<file path="config.mk">
export PLATFORM = sky130hd
export DESIGN_NAME = psd_ctrl
export DESIGN_NICKNAME = d
export VERILOG_FILES = /design/src/rtl/polar_scan_soft_decoder_defines.svh /design/src/rtl/psd_pkg.sv /design/src/rtl/psd_ctrl.sv
export SDC_FILE = /design/constraint.sdc
export NUM_CORES = 1
export LEC_CHECK = 0
export ABC_AREA = 1
export BUFFER_PORTS_ARGS = -buffer_cell sky130_fd_sc_hd__buf_4
export CAP_MARGIN = 15
export CELL_PAD_IN_SITES_DETAIL_PLACEMENT = 1
export CELL_PAD_IN_SITES_GLOBAL_PLACEMENT = 1
export CORE_MARGIN = 2
export CORE_UTILIZATION = 49
export DETAILED_ROUTE_END_ITERATION = 8
export PLACE_DENSITY = 0.86
export RECOVER_POWER = 50
export SYNTH_ARGS = -nofsm -noshare
export SYNTH_HDL_FRONTEND = slang
export SYNTH_SLANG_ARGS = --single-unit
</file>
<file path="constraint.sdc">
create_clock -name clk_i -period 14.85 [get_ports clk_i]
set_clock_uncertainty 0.1 [all_clocks]
set_input_delay 0.7425 -clock clk_i [delete_from_list [all_inputs] [get_ports clk_i]]
set_output_delay 0.7425 -clock clk_i [all_outputs]
set_load 0.03 [all_outputs]
</file>
<file path="src/rtl/polar_scan_soft_decoder_defines.svh">
// Assertion macros for the polar SCAN soft decoder.
// Used by the top level; expects clk_i and rst_ni in scope.
`ifndef POLAR_SCAN_SOFT_DECODER_DEFINES_SVH
`define POLAR_SCAN_SOFT_DECODER_DEFINES_SVH

// Consequent checked in the same cycle as the antecedent
`define PSD_ASSERT_NOW(lbl, ante, cons, msg) \
  lbl: assert property (@(posedge clk_i) disable iff (!rst_ni) (ante) |-> (cons)) \
    else $error(msg);

// Consequent checked in the cycle after the antecedent
`define PSD_ASSERT_NEXT(lbl, ante, cons, msg) \
  lbl: assert property (@(posedge clk_i) disable iff (!rst_ni) (ante) |=> (cons)) \
    else $error(msg);

`endif

</file>
<file path="src/rtl/psd_pkg.sv">
// Package for the polar SCAN soft decoder: sizes, word types, codes.
// No dependencies.
`timescale 1ns / 1ps

package psd_pkg;

  // code and number format
  localparam int BLOCK_LENGTH = 64;
  localparam int LGN          = $clog2(BLOCK_LENGTH);
  localparam int LLR_WIDTH    = 10;
  localparam int LLR_MAX_I    = (1 << (LLR_WIDTH - 1)) - 1;
  localparam int OUT_WIDTH    = 10;
  localparam int OUT_MAX_I    = 511;
  localparam int ITW          = 4;
  localparam int ITER_RESET   = 2;

  // message store layout: right store holds the even part, then the odd part
  localparam int LDEPTH  = 2 * BLOCK_LENGTH - 1;
  localparam int EDEPTH  = LDEPTH;
  localparam int ODEPTH  = 7 * BLOCK_LENGTH / 2;
  localparam int RDEPTH  = EDEPTH + ODEPTH;
  localparam int ODD_OFF = EDEPTH;
  localparam int LAW     = $clog2(LDEPTH);
  localparam int RAW     = $clog2(RDEPTH);
  localparam int LVW     = $clog2(LGN + 1);

  typedef logic signed [LLR_WIDTH-1:0] psd_llr_t;
  localparam psd_llr_t LLR_MAX = psd_llr_t'(LLR_MAX_I);

  typedef struct packed {
    logic signed [7:0] channel_llr;
    logic              frozen_flag;
    logic              last_in;
  } psd_in_t;

  typedef struct packed {
    logic signed [OUT_WIDTH-1:0] soft_llr;
    logic                        last_out;
  } psd_out_t;

  typedef enum logic [3:0] {
    ST_CLEAR,
    ST_LOAD,
    ST_LEFT_RD,
    ST_LEFT_WR,
    ST_RIGHT_RD,
    ST_RIGHT_WR1,
    ST_RIGHT_WR2,
    ST_FRZ_RD,
    ST_FRZ_WR,
    ST_OUT_RD,
    ST_OUT_WR
  } psd_state_e;

  // write data source for the two stores
  typedef enum logic [2:0] {
    WSEL_ZERO,
    WSEL_LOAD,
    WSEL_LEFT,
    WSEL_FRZ_IN,
    WSEL_FIRST,
    WSEL_SECOND,
    WSEL_FRZ_MEM
  } psd_wsel_e;

  typedef struct packed {
    logic [LAW-1:0] l_ra;
    logic [LAW-1:0] l_rb;
    logic           l_we;
    logic [LAW-1:0] l_wa;
    psd_wsel_e      l_wsel;
    logic [RAW-1:0] r_ra;
    logic [RAW-1:0] r_rb;
    logic           r_we;
    logic [RAW-1:0] r_wa;
    psd_wsel_e      r_wsel;
  } psd_mem_cmd_t;

  typedef struct packed {
    logic in_stall;
    logic grp_odd;
    logic out_load;
    logic out_last;
  } psd_stat_t;

endpackage

</file>
<file path="src/rtl/psd_ctrl.sv">
// Sequencer: clear, load, SCAN schedule and readout over the two stores.
// Depends on psd_pkg.
`timescale 1ns / 1ps

module psd_ctrl (
  input  logic                       clk_i,
  input  logic                       rst_ni,
  input  logic                       in_valid_i,
  input  logic                       in_last_i,
  input  logic [psd_pkg::ITW-1:0]    iter_limit_i,
  input  logic                       out_free_i,
  output psd_pkg::psd_mem_cmd_t      cmd_o,
  output psd_pkg::psd_stat_t         stat_o
);

  localparam int N   = psd_pkg::BLOCK_LENGTH;
  localparam int LGN = psd_pkg::LGN;
  localparam int LVW = psd_pkg::LVW;
  localparam int ITW = psd_pkg::ITW;
  localparam int LAW = psd_pkg::LAW;
  localparam int RAW = psd_pkg::RAW;

  psd_pkg::psd_state_e state_q, state_d;
  logic [ITW-1:0] it_q, it_d;
  logic [LGN-1:0] g_q, g_d;
  logic [LVW-1:0] lvl_q, lvl_d;
  logic [LGN-1:0] k_q, k_d;
  logic [LGN-1:0] cnt_q, cnt_d;
  logic [RAW-1:0] clr_q, clr_d;

  logic [LGN-1:0] grp_v;
  logic [LGN-1:0] half_v;
  logic           k_last;
  logic           next_g;
  logic [ITW:0]   it_p1;
  int lvl_i, k_i, grp_i, half_i;

  // even (left/right) address of a level
  function automatic int ev_addr(input int l, input int bit_i);
    return bit_i + 2 * N - ((2 * N) >> l);
  endfunction

  // odd right-message address, offset into the shared right store
  function automatic int od_addr(input int l, input int grp, input int bit_i);
    int base;
    base = (l - 1) << (LGN - 1);
    if (l == LGN) return bit_i + (grp >> 1) + base + psd_pkg::ODD_OFF;
    return bit_i + ((grp - 1) << (LGN - 1 - l)) + base + psd_pkg::ODD_OFF;
  endfunction

  function automatic logic [LGN-1:0] brev(input logic [LGN-1:0] v);
    logic [LGN-1:0] r;
    for (int j = 0; j < LGN; j++) r[j] = v[LGN-1-j];
    return r;
  endfunction

  // lowest level that the left recursion reaches for group g
  function automatic logic [LVW-1:0] start_level(input logic [LGN-1:0] g);
    int lv;
    lv = 1;
    for (int j = LGN - 1; j >= 0; j--) begin
      if (g[j]) lv = LGN - j;
    end
    return LVW'(lv);
  endfunction

  // schedule position decode
  assign lvl_i  = int'(lvl_q);
  assign k_i    = int'(k_q);
  assign grp_v  = g_q >> (LGN - lvl_i);
  assign half_v = grp_v >> 1;
  assign grp_i  = int'(grp_v);
  assign half_i = int'(half_v);
  assign k_last = (k_q == LGN'((1 << (LGN - lvl_i)) - 1));
  assign it_p1  = {1'b0, it_q} + (ITW + 1)'(1);

  // next state and schedule counters
  always_comb begin
    state_d = state_q;
    it_d    = it_q;
    g_d     = g_q;
    lvl_d   = lvl_q;
    k_d     = k_q;
    cnt_d   = cnt_q;
    clr_d   = clr_q;
    next_g  = 1'b0;
    unique case (state_q)
      psd_pkg::ST_CLEAR: begin
        clr_d = clr_q + RAW'(1);
        if (clr_q == RAW'(psd_pkg::RDEPTH - 1)) begin
          clr_d   = '0;
          state_d = psd_pkg::ST_LOAD;
        end
      end
      psd_pkg::ST_LOAD: begin
        if (in_valid_i) begin
          cnt_d = cnt_q + LGN'(1);
          if (in_last_i || cnt_q == LGN'(N - 1)) begin
            cnt_d = '0;
            k_d   = '0;
            if (iter_limit_i == '0) begin
              state_d = psd_pkg::ST_OUT_RD;
            end else begin
              it_d    = '0;
              g_d     = '0;
              lvl_d   = start_level('0);
              state_d = psd_pkg::ST_LEFT_RD;
            end
          end
        end
      end
      psd_pkg::ST_LEFT_RD: state_d = psd_pkg::ST_LEFT_WR;
      psd_pkg::ST_LEFT_WR: begin
        if (!k_last) begin
          k_d     = k_q + LGN'(1);
          state_d = psd_pkg::ST_LEFT_RD;
        end else if (lvl_q != LVW'(LGN)) begin
          lvl_d   = lvl_q + LVW'(1);
          k_d     = '0;
          state_d = psd_pkg::ST_LEFT_RD;
        end else if (g_q[0]) begin
          k_d     = '0;
          state_d = psd_pkg::ST_RIGHT_RD;
        end else begin
          state_d = psd_pkg::ST_FRZ_RD;
        end
      end
      psd_pkg::ST_RIGHT_RD:  state_d = psd_pkg::ST_RIGHT_WR1;
      psd_pkg::ST_RIGHT_WR1: state_d = psd_pkg::ST_RIGHT_WR2;
      psd_pkg::ST_RIGHT_WR2: begin
        if (!k_last) begin
          k_d     = k_q + LGN'(1);
          state_d = psd_pkg::ST_RIGHT_RD;
        end else if (half_v[0] && lvl_q > LVW'(1)) begin
          lvl_d   = lvl_q - LVW'(1);
          k_d     = '0;
          state_d = psd_pkg::ST_RIGHT_RD;
        end else begin
          next_g = 1'b1;
        end
      end
      psd_pkg::ST_FRZ_RD: state_d = psd_pkg::ST_FRZ_WR;
      psd_pkg::ST_FRZ_WR: next_g = 1'b1;
      psd_pkg::ST_OUT_RD: state_d = psd_pkg::ST_OUT_WR;
      psd_pkg::ST_OUT_WR: begin
        if (out_free_i) begin
          if (k_q == LGN'(N - 1)) begin
            k_d     = '0;
            clr_d   = '0;
            state_d = psd_pkg::ST_CLEAR;
          end else begin
            k_d     = k_q + LGN'(1);
            state_d = psd_pkg::ST_OUT_RD;
          end
        end
      end
      default: state_d = psd_pkg::ST_CLEAR;
    endcase

    // advance to the next group, iteration or readout
    if (next_g) begin
      k_d = '0;
      if (g_q == LGN'(N - 1)) begin
        if (it_p1 == {1'b0, iter_limit_i}) begin
          state_d = psd_pkg::ST_OUT_RD;
        end else begin
          it_d    = it_p1[ITW-1:0];
          g_d     = '0;
          lvl_d   = start_level('0);
          state_d = psd_pkg::ST_LEFT_RD;
        end
      end else begin
        g_d     = g_q + LGN'(1);
        lvl_d   = start_level(g_q + LGN'(1));
        state_d = psd_pkg::ST_LEFT_RD;
      end
    end
  end

  // memory commands and status
  always_comb begin
    cmd_o        = '0;
    cmd_o.l_wsel = psd_pkg::WSEL_ZERO;
    cmd_o.r_wsel = psd_pkg::WSEL_ZERO;
    stat_o.in_stall = (state_q != psd_pkg::ST_LOAD);
    stat_o.grp_odd  = grp_v[0];
    stat_o.out_load = (state_q == psd_pkg::ST_OUT_WR) && out_free_i;
    stat_o.out_last = (k_q == LGN'(N - 1));
    unique case (state_q)
      psd_pkg::ST_CLEAR: begin
        cmd_o.l_we = (clr_q < RAW'(psd_pkg::LDEPTH));
        cmd_o.l_wa = clr_q[LAW-1:0];
        cmd_o.r_we = 1'b1;
        cmd_o.r_wa = clr_q;
      end
      psd_pkg::ST_LOAD: begin
        cmd_o.l_we   = in_valid_i;
        cmd_o.l_wa   = LAW'(brev(cnt_q));
        cmd_o.l_wsel = psd_pkg::WSEL_LOAD;
        cmd_o.r_we   = in_valid_i && cnt_q[0];
        cmd_o.r_wa   = RAW'(od_addr(LGN, int'(cnt_q), 0));
        cmd_o.r_wsel = psd_pkg::WSEL_FRZ_IN;
      end
      psd_pkg::ST_LEFT_RD, psd_pkg::ST_LEFT_WR: begin
        cmd_o.l_ra = LAW'(ev_addr(lvl_i - 1, 2 * k_i));
        cmd_o.l_rb = LAW'(ev_addr(lvl_i - 1, 2 * k_i + 1));
        cmd_o.r_ra = grp_v[0] ? RAW'(ev_addr(lvl_i, k_i))
                              : RAW'(od_addr(lvl_i, grp_i + 1, k_i));
        cmd_o.l_we   = (state_q == psd_pkg::ST_LEFT_WR);
        cmd_o.l_wa   = LAW'(ev_addr(lvl_i, k_i));
        cmd_o.l_wsel = psd_pkg::WSEL_LEFT;
      end
      psd_pkg::ST_RIGHT_RD, psd_pkg::ST_RIGHT_WR1, psd_pkg::ST_RIGHT_WR2: begin
        cmd_o.l_ra = LAW'(ev_addr(lvl_i - 1, 2 * k_i));
        cmd_o.l_rb = LAW'(ev_addr(lvl_i - 1, 2 * k_i + 1));
        cmd_o.r_ra = RAW'(ev_addr(lvl_i, k_i));
        cmd_o.r_rb = RAW'(od_addr(lvl_i, grp_i, k_i));
        cmd_o.r_we = (state_q != psd_pkg::ST_RIGHT_RD);
        if (state_q == psd_pkg::ST_RIGHT_WR2) begin
          cmd_o.r_wsel = psd_pkg::WSEL_SECOND;
          cmd_o.r_wa   = half_v[0] ? RAW'(od_addr(lvl_i - 1, half_i, 2 * k_i + 1))
                                   : RAW'(ev_addr(lvl_i - 1, 2 * k_i + 1));
        end else begin
          cmd_o.r_wsel = psd_pkg::WSEL_FIRST;
          cmd_o.r_wa   = half_v[0] ? RAW'(od_addr(lvl_i - 1, half_i, 2 * k_i))
                                   : RAW'(ev_addr(lvl_i - 1, 2 * k_i));
        end
      end
      psd_pkg::ST_FRZ_RD, psd_pkg::ST_FRZ_WR: begin
        // frozen flag of this group sits beside its level-0 LLR
        cmd_o.l_ra   = LAW'(brev(g_q));
        cmd_o.r_we   = (state_q == psd_pkg::ST_FRZ_WR);
        cmd_o.r_wa   = RAW'(ev_addr(LGN, 0));
        cmd_o.r_wsel = psd_pkg::WSEL_FRZ_MEM;
      end
      psd_pkg::ST_OUT_RD, psd_pkg::ST_OUT_WR: begin
        cmd_o.l_ra = LAW'(brev(k_q));
        cmd_o.r_ra = RAW'(brev(k_q));
      end
      default: cmd_o.l_we = 1'b0;
    endcase
  end

  always_ff @(posedge clk_i or negedge rst_ni) begin
    if (!rst_ni) begin
      state_q <= psd_pkg::ST_CLEAR;
      it_q    <= '0;
      g_q     <= '0;
      lvl_q   <= '0;
      k_q     <= '0;
      cnt_q   <= '0;
      clr_q   <= '0;
    end else begin
      state_q <= state_d;
      it_q    <= it_d;
      g_q     <= g_d;
      lvl_q   <= lvl_d;
      k_q     <= k_d;
      cnt_q   <= cnt_d;
      clr_q   <= clr_d;
    end
  end

endmodule

</file>
# Word level (Yosys, flattened, before mapping)
# Cells that the tools add are included.
# word_totals
regBits	38
word_cells	208
# op_classes
n_reduce_logical	17
n_shift	7
n_addsub	50
muxes	95
n_eq_ne	30
magnitude_cmp	2
# op_table
cell	n
$mux 9	16
$mux 6	18
$shl 32x32->9	3
$add 9x8->9 const B	8
$mux 4	18
$add 9x9->9	7
$mux 3	16
$pmux 4 s11	1
$pmux 7 s3	2
$pmux 10 s4	1
$shl 1x32->6 const A	1
$shr 6x32->6	1
$shr 8x32->9 const A	1
$add 8x9->9	3
$pmux 9 s3	1
$sub 9x9->9	3
$pmux 6 s4	1
$add 6x1->6 const B	3
$add 7x9->9	2
$eq 6x6->1 const B	3
$pmux 3 s3	2
$pmux 9 s2	1
$eq 4x3->1 const B	4
$eq 4x4->1 const B	4
other kinds (56)	81

# Logic depth before layout (Yosys ltp)
# Gate-level depths: netlist (run 1).
# depth
ltp_word	11
ltp_mapped	42
ltp_nobuf	38

# Least setup slack after synthesis (run 1)
# Ideal clock, no wire load.
# synth_path
path_type	reg-to-output
start	register lvl_q[0]
end	output cmd_o[10] (netlist name)
required_time_ns	14.007
arrival_time_ns	6.594
stages_incl_launch_ff	36
path_slack_ns	7.413
path_cell_list	dfrtp_1 -> buf_6 -> inv_8 -> clkbuf_1 -> clkbuf_1 -> ha_1 -> inv_1 -> nor2_1 -> nand3_1 -> nand2_1 -> nand2_2 -> inv_1 -> buf_1 -> ha_1 -> or2_2 -> nand2_1 -> o21ai_1 -> nand2_1 -> a21oi_1 -> nor3_1 -> inv_1 -> ha_1 -> inv_1 -> ha_1 -> ha_1 -> nand2_1 -> nor2_1 -> a211oi_1 -> nor2_1 -> o21ai_0 -> nand3_1 -> nand2_1 -> o21ai_0 -> nand2_1 -> a21oi_1 -> o31ai_1
# synth_lines
item	line_no	rtl
start: declaration	psd_ctrl.sv:26	logic [LVW-1:0] lvl_q, lvl_d;
start signal: assignment	psd_ctrl.sv:257	lvl_q <= lvl_d;
end: declaration	psd_ctrl.sv:12	output psd_pkg::psd_mem_cmd_t cmd_o,

==> summary.txt, run 1 <==
Run status
  – Status: complete, but fails checks
  – Violated checks: capacitance limit, slew limit

Clock tree
  – H-tree Lvls: 2
  – Clk sinks: 38
  – Post-CTS resize count: 0
  – Clk slew on worst S/H paths: 0.06 ns
  – Max clock buf depth: 2
  – TritonCTS clock tree: built
  – Inserted Clock Buffers: 5
  – Post-CTS Setup Repair Bufs: 0
  – Root Buffer: clkbuf_16
  – CTS Hold Bufs: 0
  – Clock Latency Late Sink: 0.29 ns

Critical path
  – Nature of the critical path endpoint: output pin
  – Reg2reg path depth: 17
  – Max incr delay on CP: 1.03 ns
  – Data arrival, critical path: 8.83 ns
  – CP Data Required Time: 14.01 ns
  – WS Path Type: reg2out
  – Worst path most repeated cell: inv_1
  – Worst path slowest cell: clkbuf_1
  – Crit path max fanout: 31
  – Startpoint Class: flop

STA
  – Final setup fails: 0
  – Period Utilization, post-route: 65.1%
  – Hold WS: 0.459 ns
  – Setup TNS: 0 ns
  – Slew @ Worst Pin: 2.22 ns
  – Final Max Tran Viols: 39
  – Final Hold Fails: 0
  – RSZ-0062 raised after global routing: no
  – Fin crit period: 9.67 ns
  – Fmax: 0.103 GHz
  – Slew Limit Headroom: -47.7%

Synth
  – Mapped Nets: 1725
  – Top cells by count, synth: inv_1 (269), nand2_1 (263), ha_1 (162), nor2_1 (156), o21ai_0 (112)
  – Post-synth cell types: 60
  – Post-Syn Area per Cell: 6.41 um2
  – Synth top area share: 20.7%
  – Yosys reg bits: 38
  – Cell taking the most area after synthesis: ha_1
  – Yosys warning count: 0
  – EDFF count, synth: 0
  – Top FF cell, synth: dfrtp_1
  – Mapped Cells: 1531
  – Most common cell in the synthesized netlist: inv_1
  – Asr flop ratio synth: 100%
  – Mapped Area: 9820 um2
  – Sequential area share after synthesis: 9.69%
  – Area contributors post-synth: ha_1 (21%), inv_1 (10%), nand2_1 (10%)

Floorplanning
  – Chip Width: 146 um
  – Die extent in y: 146 um
  – Starting Density: 50.1%
  – Row cnt: 51
  – IO Count: 69
  – Core box area: 19600 um2
  – Die area: 21200 um2

Route
  – Routed vias/inst: 5.90
  – Post-Route WL: 37400 um
  – Drt first pass iters: 5
  – Vias post-DR: 10900
  – Iteration-0 DRC Markers: 724
  – ANT nets after route: 0
  – Routed WL per cell: 20.3 um
  – DRC Markers: 0

Min path
  – Hold path depth: 2
  – Worst hold-check path type: reg2reg

Global routing
  – Vias in the first global route: 11200
  – GRT Resource Usage Total: 34.7%
  – First-pass GRT wire length: 59400 um
  – Global route overflow: 0
  – Largest net degree at the start of global routing: 43
  – Initial antenna violation count: 0

Finish
  – Share of cells above drive strength 1: 7.90%
  – Final Util: 54.5%
  – FILL cells: 2761
  – Ant. Diodes: 0
  – Area growth syn-to-layout: 8.82%
  – Final #Nets: 1776

Placed design
  – # port buffers: 67
  – Detail Placement HPWL: 29900 um
  – RD Place Congestion: 0.935

Flow run
  – Max Cap Violations: 1
[metal layers]
layer	track usage [%]	up-vias	share of wire, %
met2	59.1	381	47
met1	44.0	5249	43
met4	14.1	0	4.8
met3	5.33	110	6.0
met5	0	-	0
li1	-	5160	-
[worst max-delay path, delay by kind of cell (launching register included)]
family | cells | cell delay [ns]
AOI/OAI and AO/OA | 5 | 0.95
xor gates and xnor gates | 2 | 0.58
adders and majority gates | 4 | 1.62
buffers and inverters | 10 | 3.15
DFF | 1 | 0.32
and+or+nand+nor | 16 | 1.91
[worst paths after layout]
path / from / to / slack [ns]
max in group asynchronous: rst_ni / cnt_q[3] / 12.38
min in group asynchronous: rst_ni / clr_q[3] / 1.00
hold / removal: it_q[1] / it_q[1] / 0.46
setup / recovery: lvl_q[1] / cmd_o[30] / 5.18
setup reg to reg: lvl_q[1] / k_q[5] / 9.39
hold reg to reg: it_q[1] / it_q[1] / 0.46
[logic make-up after synthesis]
family          Yosys count  share of synthesized area [%]
fa+ha+maj               185                           25.3
flops                    38                           9.69
other cells               1                         0.0382
simple gates            606                           27.3
mux                       3                          0.306
buf+inv                 320                           12.6
compound gates          311                           18.7
xor+xnor                 67                           6.05
[metrics by stage]
stage	worst slack, ns	instances	instance area (um2)
6_report	5.18	1848	10700
5_1_grt	4.33	1848	10700
4_1_cts	6.47	1848	10700
3_5_place_dp	6.79	1840	10600
3_3_place_gp	7.20	1840	10600
2_1_floorplan	7.41	1531	9820
[flip-flops by register name, summed over array words and instances (netlist names)]
name / flops
k_q: 6
it_q: 4
g_q: 6
clr_q: 9
cnt_q: 6
lvl_q: 3
state_q: 4
[layout make-up]
class | instances | area (um2) | area share (%)
Multi-Input combinational cell | 1173 | 7620 | 71.3
Clock inverter | 1 | 5.00 | 0.0469
Sequential cell | 38 | 951 | 8.90
Clock buffer | 7 | 143 | 1.34
Inverter | 283 | 1070 | 10.0
Tap cell | 265 | 332 | 3.10
Timing Repair Buffer | 81 | 563 | 5.27
[placed cells by master, fill, tap and decap left out, drive strengths merged, types with 2 or more instances in the layout]
cell type    n
a211oi       7
a21o         2
a21oi       87
a31oi        5
buf         69
clkbuf      19
clkinv       4
dfrtp       38
fa          23
ha         162
inv        280
mux2i        3
nand2      277
nand3      106
nand3b       2
nand4       15
nor2       160
nor3        27
nor3b        5
nor4         3
o2111ai      6
o211ai      20
o21a         4
o21ai      126
o21bai       5
o221ai      14
o22ai       14
o311ai       2
o31ai       11
or2          9
xnor2       15
xor2        52
Power of run 1 is not shown: default switching activity piles up to over one toggle a cycle in this logic, so the estimate is an artifact.
==> inputs of run 2 (changes only) <==
--- a/config.mk
+++ b/config.mk
@@ -11,9 +11,9 @@
 export CELL_PAD_IN_SITES_DETAIL_PLACEMENT = 1
 export CELL_PAD_IN_SITES_GLOBAL_PLACEMENT = 1
 export CORE_MARGIN = 2
-export CORE_UTILIZATION = 49
+export CORE_UTILIZATION = 41
 export DETAILED_ROUTE_END_ITERATION = 8
-export PLACE_DENSITY = 0.86
+export PLACE_DENSITY = 0.77
 export RECOVER_POWER = 50
 export SYNTH_ARGS = -nofsm -noshare
 export SYNTH_HDL_FRONTEND = slang
==> constraint.sdc (replaced) <==
create_clock -name clk_i -period 8 [get_ports clk_i]
set_clock_uncertainty 0.1 [all_clocks]
set_input_delay 0.4 -clock clk_i [delete_from_list [all_inputs] [get_ports clk_i]]
set_output_delay 0.4 -clock clk_i [all_outputs]
set_load 0.03 [all_outputs]
==> summary.txt, run 2 (synthesized netlist as in run 1, its figures left out) <==
Route
  – Iteration-0 DRC Markers: 583 (-19%)
  – Drt first pass iters: 5 (unchanged)
  – ANT nets after route: 0 (unchanged)
  – DRC Markers: 0 (unchanged)
  – Routed vias/inst: 5.63 (-4.6%)
  – Vias post-DR: 10700 (-1.6%)
  – Routed WL per cell: 19.4 um (-4.2%)
  – Post-Route WL: 37000 um (-1.3%)

STA
  – Final Max Tran Viols: 39 (unchanged)
  – Final Hold Fails: 0 (unchanged)
  – Fin crit period: 7.47 ns
  – Fmax: 0.134 GHz
  – Period Utilization, post-route: 93.4%
  – Slew Limit Headroom: -50.1% (-2.4 points)
  – Final setup fails: 0 (unchanged)
  – RSZ-0062 raised after global routing: no
  – Setup TNS: 0 ns (unchanged)
  – Slew @ Worst Pin: 2.25 ns (+0.0366 ns)

Critical path
  – Nature of the critical path endpoint: output pin
  – End of the worst register-to-register path: k_q[5]
  – Crit path max fanout: 20 (-35%)
  – Data arrival, critical path: 6.97 ns (-1.86 ns)
  – Startpoint Class: flop
  – Worst path slowest cell: dfrtp_1
  – Max incr delay on CP: 0.57 ns (-0.46 ns)
  – Worst r2r src: lvl_q[2]
  – Worst Path Buf+Inv: 5 (-5)
  – Reg-to-reg slack, setup: 4.02 ns (-5.37 ns)
  – Cell class contributing the biggest share of worst-path delay: adder cells
  – Reg2reg path depth: 20 (+3)
  – Worst path most repeated cell: nand2_1
  – WS Path Type: reg2out
  – CP Data Required Time: 7.50 ns (-6.51 ns)

Floorplanning
  – Starting Density: 41.8% (-8.3 points)
  – Chip Width: 159 um (+9.1%)
  – Die area: 25200 um2 (+19%)
  – Die extent in y: 159 um (+9.1%)
  – IO Count: 69 (unchanged)
  – Core box area: 23500 um2 (+20%)
  – Row cnt: 56 (+9.8%)

Min path
  – Worst hold path endpoint: cnt_q[0]
  – Hold path depth: 4 (+2)
  – Worst min-delay path startpoint: in_last_i
  – Worst hold-check path type: in2reg

Placed design
  – Detail Placement HPWL: 29800 um (-0.33%)
  – RD Place Congestion: 0.902 (-3.5%)
  – # port buffers: 67 (unchanged)
  – Placed cell areas: 10700 um2 (+0.85%)
  – Placed cell count: 1897 (+3.1%)

Finish
  – Largest Register: clr_q
  – Max reg flops: 9 (unchanged)
  – Post-Layout Cell Count: 1905 (+3.1%)
  – Final Cell Area: 10800 um2 (+1.0%)
  – Most frequent cells in the layout: inv_1 (269), nand2_1 (263), ha_1 (162)
  – Share of cells above drive strength 1: 8.39% (+0.49 points)
  – FILL cells: 3230 (+17%)
  – Ant. Diodes: 0 (unchanged)
  – Final #Nets: 1779 (+0.17%)
  – Area growth syn-to-layout: 9.93%
  – Commonest non-fill, non-tap cell in the layout: inv_1

Global routing
  – Largest net degree at the start of global routing: 39 (-9.3%)
  – Initial antenna violation count: 0 (unchanged)
  – First-pass GRT wire length: 59100 um (-0.48%)
  – GRT Resource Usage Total: 29.0% (-5.7 points)
  – Vias in the first global route: 11000 (-1.4%)
  – Global route overflow: 0 (unchanged)

Clock tree
  – CTS Hold Bufs: 0 (unchanged)
  – Clk sinks: 38 (unchanged)
  – H-tree Lvls: 2 (unchanged)
  – Root Buffer: clkbuf_16
  – TritonCTS clock tree: built
  – Clock Latency Late Sink: 0.29 ns (about the same)
  – Max clock buf depth: 2 (unchanged)
  – Clk slew on worst S/H paths: 0.06 ns (about the same)
  – Inserted Clock Buffers: 5 (unchanged)

Run status
  – Status: complete, but fails checks
  – Violated checks: capacitance limit, slew limit

Flow run
  – Max Cap Violations: 1 (unchanged)
-- run 2: worst register-to-register path, stage by stage, from the launching register on --
cell and delay [ns]:
dfrtp_1 0.57, inv_1 0.25, ha_1 0.48, inv_2 0.21, nand2_4 0.08, inv_4 0.09
nand2_4 0.07, ha_1 0.24, xor2_1 0.19, nand2_1 0.08, nand2_1 0.06, nor3_2 0.21
nand3_2 0.22, nor3_2 0.21, nand2_1 0.16, nand2_2 0.11, nand2_4 0.09, nand2_1 0.10
nor2_1 0.06, a21oi_1 0.20, nor3_2 0.07
-- run 2: worst max path at each step --
stage / startpoint / end / slack [ns] / cells past startpoint
6_report: lvl_q[2] / cmd_o[8] / 0.53 / 29
5_1_grt: lvl_q[2] / cmd_o[30] / 0.07 / 35
4_1_cts: lvl_q[1] / cmd_o[10] / 0.53 / 34
3_5_place_dp: lvl_q[1] / cmd_o[10] / 0.86 / 34
3_3_place_gp: lvl_q[1] / cmd_o[8] / 1.07 / 29
2_1_floorplan: lvl_q[0] / cmd_o[10] / 0.91 / 35
-- run 2: area by class of cell --
type                    instances  area (um2)  share of cell area (%)
inverters                     283        1070                    9.94
well taps                     319         399                    3.70
clock buffers                   6         139                    1.29
flip-flops and latches         38         952                    8.82
clock inverters                 2        12.5                   0.116
repair buffers                 84         589                    5.46
multi-input cells            1173        7630                    70.7
-- run 2: metrics by stage --
stage / setup WS, ns / hold slack (ns) / util [%]
6_report: 0.526 / 0.330 / 46.0
2_1_floorplan: 0.906 / 0.00441 / -
5_1_grt: 0.0725 / 0.356 / 46.0
4_1_cts: 0.531 / 0.0135 / 46.2
3_5_place_dp: 0.863 / 0.317 / 45.5
3_3_place_gp: 1.07 / 0.309 / 45.5
-- run 2: timing repair --
| action | in CTS | in global routing |
|---|---|---|
| resized for setup | 0 | 1 |
| buffers inserted | 0 | 0 |
| endpoints found under the setup margin | 0 | 1 |
-- run 2: metal layers --
layer / part of all wire [%] / up-vias / GRT usage (%)
li1: - / 5150 / -
met1: 45 / 5221 / 38.0
met2: 47 / 286 / 50.1
met3: 4.9 / 65 / 3.16
met4: 3.2 / 0 / 8.72
met5: 0 / - / 0
Power of run 2 is left out for the same reason.
